--- src/hdl/pcs_pkg.sv ---
// constants, types and helpers for the powerline command sender
// no dependencies; imported by powerline_command_sender_core
`default_nettype none

package pcs_pkg;

    // item kinds
    localparam logic KIND_COMMAND = 1'b0;
    localparam logic KIND_TICK    = 1'b1;

    // command characters
    localparam logic [7:0] CHAR_ON     = 8'h21;  // '!'
    localparam logic [7:0] CHAR_OFF    = 8'h3F;  // '?'
    localparam logic [7:0] CHAR_ZERO   = 8'h30;  // '0'
    localparam logic [7:0] CHAR_NINE   = 8'h39;  // '9'
    localparam logic [7:0] CHAR_LOW_A  = 8'h61;  // 'a'
    localparam logic [7:0] CHAR_LOW_E  = 8'h65;  // 'e'
    localparam logic [7:0] CHAR_LOW_F  = 8'h66;  // 'f'

    // frame layout
    localparam int FRAME_LEN = 20;
    localparam int FIELD_W   = 5;
    localparam int POS_W     = $clog2(FRAME_LEN);

    localparam logic [FIELD_W-1:0] ONOFF_ON   = 5'b00001;
    localparam logic [FIELD_W-1:0] ONOFF_OFF  = 5'b00000;
    localparam logic [FIELD_W-1:0] FUNC_ZERO  = 5'b00010;
    localparam logic [FIELD_W-1:0] FUNC_F     = 5'b10001;
    localparam logic [FIELD_W-1:0] TAIL_BITS  = 5'b10011;
    localparam logic [POS_W-1:0]   LAST_POS   = POS_W'(FRAME_LEN - 1);

    // burst counts
    localparam logic [1:0] BURSTS_NONE     = 2'd0;
    localparam logic [1:0] BURSTS_PREAMBLE = 2'd2;

    typedef struct packed {
        logic               ok;
        logic [FIELD_W-1:0] code;
    } field_code_t;

    // unit character: '0'..'9' -> 2..11, 'a'..'e' -> 12..16
    function automatic field_code_t unit_code(input logic [7:0] c);
        field_code_t r;
        r.ok   = 1'b0;
        r.code = '0;
        if (c >= CHAR_ZERO && c <= CHAR_NINE)
        begin
            r.ok   = 1'b1;
            r.code = {1'b0, c[3:0]} + 5'd2;
        end
        else if (c >= CHAR_LOW_A && c <= CHAR_LOW_E)
        begin
            r.ok   = 1'b1;
            r.code = {2'b00, c[2:0]} + 5'd11;
        end
        return r;
    endfunction

    // on/off character
    function automatic field_code_t onoff_code(input logic [7:0] c);
        field_code_t r;
        r.ok   = 1'b1;
        r.code = ONOFF_OFF;
        if (c == CHAR_ON)
            r.code = ONOFF_ON;
        else if (c != CHAR_OFF)
            r.ok = 1'b0;
        return r;
    endfunction

    // function character
    function automatic field_code_t func_code(input logic [7:0] c);
        field_code_t r;
        r.ok   = 1'b1;
        r.code = FUNC_ZERO;
        if (c == CHAR_LOW_F)
            r.code = FUNC_F;
        else if (c != CHAR_ZERO)
            r.ok = 1'b0;
        return r;
    endfunction

endpackage

`default_nettype wire

--- src/hdl/powerline_command_sender_core.sv ---
// powerline command sender: frame builder and zero-crossing burst sequencer
// depends on pcs_pkg
//
//  channel | signals                                          | dir
//  --------+--------------------------------------------------+-----
//  in      | in_valid, in_ready, kind, first_char, unit_char, | in
//          | function_char                                    |
//  out     | out_valid, out_ready, bursts, command_accepted,  | out
//          | frame_done, busy_res                             |
//
// one word accepted per clock while in_ready is high; its result word is written to
// the result register in the cycle after the word is accepted.
// in_ready is high whenever the result register is empty or being taken, so
// words stream at one per cycle while out_ready stays high.
// a stalled result holds its register and holds off the next input word.
// rst_n clears the frame state and empties the result register.
`default_nettype none

module powerline_command_sender_core
    import pcs_pkg::*;
(
    input  wire logic       clk,
    input  wire logic       rst_n,
    input  wire logic       in_valid,
    output logic            in_ready,
    input  wire logic       kind,
    input  wire logic [7:0] first_char,
    input  wire logic [7:0] unit_char,
    input  wire logic [7:0] function_char,
    output logic            out_valid,
    input  wire logic       out_ready,
    output logic [1:0]      bursts,
    output logic            command_accepted,
    output logic            frame_done,
    output logic            busy_res
);

    // frame state
    logic [FRAME_LEN-1:0] frame_reg,       frame_next;
    logic [POS_W-1:0]     pos_reg,         pos_next;
    logic                 second_half_reg, second_half_next;
    logic                 sending_reg,     sending_next;
    logic                 preamble_reg,    preamble_next;

    // result register
    logic                 res_valid_reg,   res_valid_next;
    logic [1:0]           bursts_reg,      bursts_next;
    logic                 accepted_reg,    accepted_next;
    logic                 done_reg,        done_next;
    logic                 busy_reg;

    logic                 in_fire;
    field_code_t          onoff_f, unit_f, func_f;
    logic                 cmd_ok;
    logic                 cur_bit;

    // handshake
    assign in_ready = !res_valid_reg || out_ready;
    assign in_fire  = in_valid && in_ready;

    // command decode
    assign onoff_f = onoff_code(first_char);
    assign unit_f  = unit_code(unit_char);
    assign func_f  = func_code(function_char);
    assign cmd_ok  = onoff_f.ok && unit_f.ok && func_f.ok;
    assign cur_bit = frame_reg[FRAME_LEN-1];

    // next state and result
    always_comb
    begin
        frame_next       = frame_reg;
        pos_next         = pos_reg;
        second_half_next = second_half_reg;
        sending_next     = sending_reg;
        preamble_next    = preamble_reg;
        bursts_next      = BURSTS_NONE;
        accepted_next    = 1'b0;
        done_next        = 1'b0;

        if (kind == KIND_COMMAND)
        begin
            if (cmd_ok && !sending_reg)
            begin
                frame_next       = {onoff_f.code, unit_f.code, func_f.code, TAIL_BITS};
                pos_next         = '0;
                second_half_next = 1'b0;
                preamble_next    = 1'b0;
                sending_next     = 1'b1;
                accepted_next    = 1'b1;
            end
        end
        else if (sending_reg)
        begin
            if (!preamble_reg)
            begin
                bursts_next   = BURSTS_PREAMBLE;
                preamble_next = 1'b1;
            end
            else if (!second_half_reg)
            begin
                bursts_next      = {1'b0, cur_bit};
                second_half_next = 1'b1;
            end
            else
            begin
                // second half: send the complement, then move to the next bit
                bursts_next      = {1'b0, !cur_bit};
                second_half_next = 1'b0;
                frame_next       = {frame_reg[FRAME_LEN-2:0], 1'b0};
                if (pos_reg == LAST_POS)
                begin
                    pos_next      = '0;
                    sending_next  = 1'b0;
                    preamble_next = 1'b0;
                    done_next     = 1'b1;
                end
                else
                begin
                    pos_next = pos_reg + POS_W'(1);
                end
            end
        end
    end

    // result valid tracking
    always_comb
    begin
        res_valid_next = res_valid_reg;
        if (in_fire)
            res_valid_next = 1'b1;
        else if (out_ready)
            res_valid_next = 1'b0;
    end

    // control registers
    always_ff @(posedge clk or negedge rst_n)
    begin
        if (!rst_n)
        begin
            frame_reg       <= '0;
            pos_reg         <= '0;
            second_half_reg <= 1'b0;
            sending_reg     <= 1'b0;
            preamble_reg    <= 1'b0;
            res_valid_reg   <= 1'b0;
        end
        else
        begin
            res_valid_reg <= res_valid_next;
            if (in_fire)
            begin
                frame_reg       <= frame_next;
                pos_reg         <= pos_next;
                second_half_reg <= second_half_next;
                sending_reg     <= sending_next;
                preamble_reg    <= preamble_next;
            end
        end
    end

    // result payload
    always_ff @(posedge clk)
    begin
        if (in_fire)
        begin
            bursts_reg   <= bursts_next;
            accepted_reg <= accepted_next;
            done_reg     <= done_next;
            busy_reg     <= sending_next;
        end
    end

    assign out_valid        = res_valid_reg;
    assign bursts           = bursts_reg;
    assign command_accepted = accepted_reg;
    assign frame_done       = done_reg;
    assign busy_res         = busy_reg;

    // checks
    a_done_not_busy: assert property (@(posedge clk) disable iff (!rst_n)
        (res_valid_reg && done_reg) |-> !busy_reg)
        else $error("frame_done reported while still busy");

    a_accept_busy: assert property (@(posedge clk) disable iff (!rst_n)
        (res_valid_reg && accepted_reg) |-> (busy_reg && bursts_reg == BURSTS_NONE))
        else $error("accepted command not busy or with bursts");

    a_idle_clean: assert property (@(posedge clk) disable iff (!rst_n)
        !sending_reg |-> (pos_reg == '0 && !second_half_reg && !preamble_reg))
        else $error("idle with stale bit position");

    a_pos_range: assert property (@(posedge clk) disable iff (!rst_n)
        pos_reg <= LAST_POS)
        else $error("bit position past frame end");

    a_done_from_last: assert property (@(posedge clk) disable iff (!rst_n)
        (in_fire && done_next) |-> (pos_reg == LAST_POS && second_half_reg))
        else $error("frame ended before last bit");

endmodule

`default_nettype wire

--- config.mk ---
export PLATFORM = sky130hd
export DESIGN_NAME = powerline_command_sender_core
export DESIGN_NICKNAME = d
export VERILOG_FILES = /design/src/hdl/pcs_pkg.sv /design/src/hdl/powerline_command_sender_core.sv
export SDC_FILE = /design/constraint.sdc
export NUM_CORES = 1
export LEC_CHECK = 0
export ABC_AREA = 1
export BUFFER_PORTS_ARGS = -buffer_cell sky130_fd_sc_hd__buf_2
export CELL_PAD_IN_SITES_DETAIL_PLACEMENT = 1
export CELL_PAD_IN_SITES_GLOBAL_PLACEMENT = 2
export CORE_MARGIN = 10
export CORE_UTILIZATION = 33
export DETAILED_ROUTE_END_ITERATION = 16
export PLACE_DENSITY_LB_ADDON = 0.1
export SKIP_CTS_REPAIR_TIMING = 1
export SYNTH_ARGS = -nofsm -noshare
export SYNTH_HDL_FRONTEND = slang
export SYNTH_SLANG_ARGS = --single-unit
--- constraint.sdc ---
create_clock -name clk -period 3.5 [get_ports clk]
set_clock_uncertainty 0.05 [all_clocks]
set_input_delay 0 -clock clk [delete_from_list [all_inputs] [get_ports clk]]
set_output_delay 0 -clock clk [all_outputs]
set_load 0.01 [all_outputs]
==> run_results.csv <==
group,metric,value,unit
placed_design,gp_congestion,0.7337,
floorplan,rows,28,
timing,fin_crit_sh,50.69,%
final_layout,num_antenna_cells,0,
power_and_ir_drop,power_per_cell_area,331.2,nW/um2
hold_path,holdPathEnd,"sending_reg$_DFFE_PN0P_",
grt,use_met3,4.152,%
status,outcome,"complete, no violations",
final_layout,nets,362,
drt,route.detailed.drc,0,
placed_design,portBuffers,35,
floorplan,die_w,99.22,um
timing,fin_setup_tns,0,ns
timing,layout_min_cycle_time,1.774,ns
grt,overflow,0,
final_layout,design_area,2402,um2
power_and_ir_drop,pwr-share-comb,11.2,%
timing,timing.final.ws_setup,1.726,ns
placed_design,dp_hpwl,3768,um
setup_path,start_kind,"flop",
power_and_ir_drop,p_leak,1.421,nW
grt,grt_first_pass_wirelength,8680,um
floorplan,dieArea,9844,um2
drt,vias_per_cell,4.675,
final_layout,layout_common_cells,"nand2_1, nand3_1, buf_2",
clock_tree,h-tree-depth,2,
clock_tree,cts.sinks,34,
logic_synthesis,yosys-top-cells-area,"dfrtp_1, nand2_1, nand3_1",
clock_tree,clockRootBuffer,"clkbuf_8",
drt,dr.pass1.iters,4,
drt,drt-initial-drc-count,79,
hold_path,min_path_cells,6,
grt,met2_usage,16.88,%
floorplan,core_area,5991,um2
power_and_ir_drop,seq_power_share,51.0,%
grt,top_usage_layer,"met2",
clock_tree,insertion_delay,0.28,ns
timing,setup_viol,0,
job,max_cap_violations,0,
setup_path,crit_path_end_kind,"flop",
setup_path,required,3.46,ns
power_and_ir_drop,switchingPower,198.5,uW
grt,antenna_found_initial,0,
timing,final_max_slew_viol_count,0,
logic_synthesis,netlist_area,2071,um2
drt,vias,1884,
power_and_ir_drop,max-vdd-ir-drop,0.1503,mV
logic_synthesis,synth.distinct_cells,25,
final_layout,final_util,40.10,%
final_layout,mostFrequentLayoutCell,"nand2_1",
grt,grt_max_degree,30,
final_layout,fill_cells,781,
timing,final-hold-violation-count,0,
drt,wl_per_cell,12.83,um
logic_synthesis,ys_seq_area_share,42.30,%
logic_synthesis,synth_largest_area_cell,"dfrtp_1",
clock_tree,numCtsBuffers,5,
grt,grt_pass1_vias,1904,
floorplan,io_pins,36,
timing,fmax,563.7,MHz
logic_synthesis,yosysWarnings,0,
hold_path,hp-class,"in2reg",
setup_path,r2r_start,"pos_reg[0]$_DFFE_PN0P_",
power_and_ir_drop,pwr-share-clk,37.7,%
logic_synthesis,synth.avg_cell_area,7.092,um2
placed_design,place_ws,1.574,ns
floorplan,initial_core_util,34.57,%
setup_path,r2r_cells,6,
final_layout,largest_reg_flops,20,
logic_synthesis,synth_nets,327,
clock_tree,cts_tree,"built",
drt,wl,5171,um
logic_synthesis,yosys.area.top_type_share,35.05,%
logic_synthesis,syn_inst,292,
setup_path,cp_max_fo,4,
clock_tree,clock_path_buffers,2,
hold_path,min_from,"out_ready",
timing,tightestPinTransition,0.7036,ns
floorplan,die_y,99.22,um
final_layout,syn2layout_area_growth,16.01,%
timing,rsz0062_at_grt,"false",
grt,use_met1,13.08,%
placed_design,dpl_cell_area,2282,um2
logic_synthesis,ys_seq_elements,34,
power_and_ir_drop,swShare,24.94,%
setup_path,crit_type,"reg2reg",
setup_path,cp.arrival,1.73,ns
power_and_ir_drop,intPower,597.3,uW
setup_path,rrSetupSlack,1.73,ns
final_layout,drive_gt1_share,15.55,%
drt,drt.antenna.violating_nets,0,
setup_path,timing.rr.end,"busy_res$_DFFE_PP_",
grt,globalRouteTotalUtil,10.60,%
clock_tree,clk_pin_slew,0.07,ns
timing,slew_headroom,53.09,%
-- cell type report --
type                            instances  area (um2)  area share (%)
Clock buffer                            8       90.09           3.750
Inverter                               34       127.6           5.312
Multi-Input combinational cell        213        1002           41.72
Sequential cell                        34       875.8           36.46
Tap cell                               75       93.84           3.906
Timing Repair Buffer                   39       212.7           8.854
-- critical path: stages, from the launching register on --
cell and delay, ns:
dfrtp_1 0.40, ha_1 0.24, nand2_1 0.07, nor3_1 0.26
nand3_1 0.18, o21ai_0 0.17, o21ai_0 0.13
-- synthesized netlist by cell type --
library cell and n:
nand4_1 1, inv_1 34, xor2_1 3, a31oi_1 1
nand3_1 37, o21ai_0 6, nand2_2 1, nand2_4 2
nand3b_1 2, buf_4 2, nor2_4 1, nand2_1 124
nor3_1 1, nand4_4 1, or2_2 3, clkbuf_1 6
buf_6 2, edfxtp_1 5, dfrtp_1 29, xnor2_1 2
nor2_1 20, buf_2 1, a21oi_1 1, nor3_2 1
ha_1 6
-- worst max-delay path by stage --
stage,endpoint,cells past startpoint,from
2_1_floorplan,bursts[0]$_SDFFCE_PN0P_,4,out_valid$_DFFE_PN0P_
3_3_place_gp,frame_reg[14]$_DFFE_PN0P_,14,unit_char[1]
3_5_place_dp,pos_reg[2]$_DFFE_PN0P_,14,unit_char[1]
4_1_cts,busy_res$_DFFE_PP_,6,pos_reg[0]$_DFFE_PN0P_
5_1_grt,busy_res$_DFFE_PP_,6,pos_reg[0]$_DFFE_PN0P_
6_report,busy_res$_DFFE_PP_,6,pos_reg[0]$_DFFE_PN0P_
-- power by group through the flow --
stage	Clock [mW]	Combinational, mW	Sequential, mW
floorplan	0	0.0430	0.416
global placement	0	0.0867	0.414
detailed placement	0	0.0879	0.414
CTS	0.312	0.0882	0.406
global route	0.332	0.103	0.406
finish	0.300	0.0894	0.406
-- metal layers --
metal	vias up	wire length [um]
met5	-	0
met4	0	31
met3	4	245
met2	28	2373
met1	882	2521
li1	970	-
-- logic make-up (layout without fill, tap and decap cells) --
| group | after synthesis | after routing | share of synthesized area (%) |
|---|---|---|---|
| and+or+nand+nor | 194 | 194 | 40.66 |
| buffers and inverters | 45 | 81 | 9.304 |
| AOI/OAI and AO/OA | 8 | 8 | 1.994 |
| adders and majority gates | 6 | 6 | 3.625 |
| DFF | 34 | 34 | 42.30 |
| xor gates and xnor gates | 5 | 5 | 2.115 |
-- stage by stage --
stage / power [mW] / instances / hold WS, ns
final: 0.7957 / 403 / 0.08217
after global routing: 0.8412 / 403 / 0.1419
after CTS: 0.8066 / 400 / -0.2660
after detailed placement: 0.5019 / 392 / 0.04511
after global placement: 0.5004 / 392 / 0.05493
after floorplan: 0.4594 / 292 / -0.3456
(Power assumes the default switching activity.)
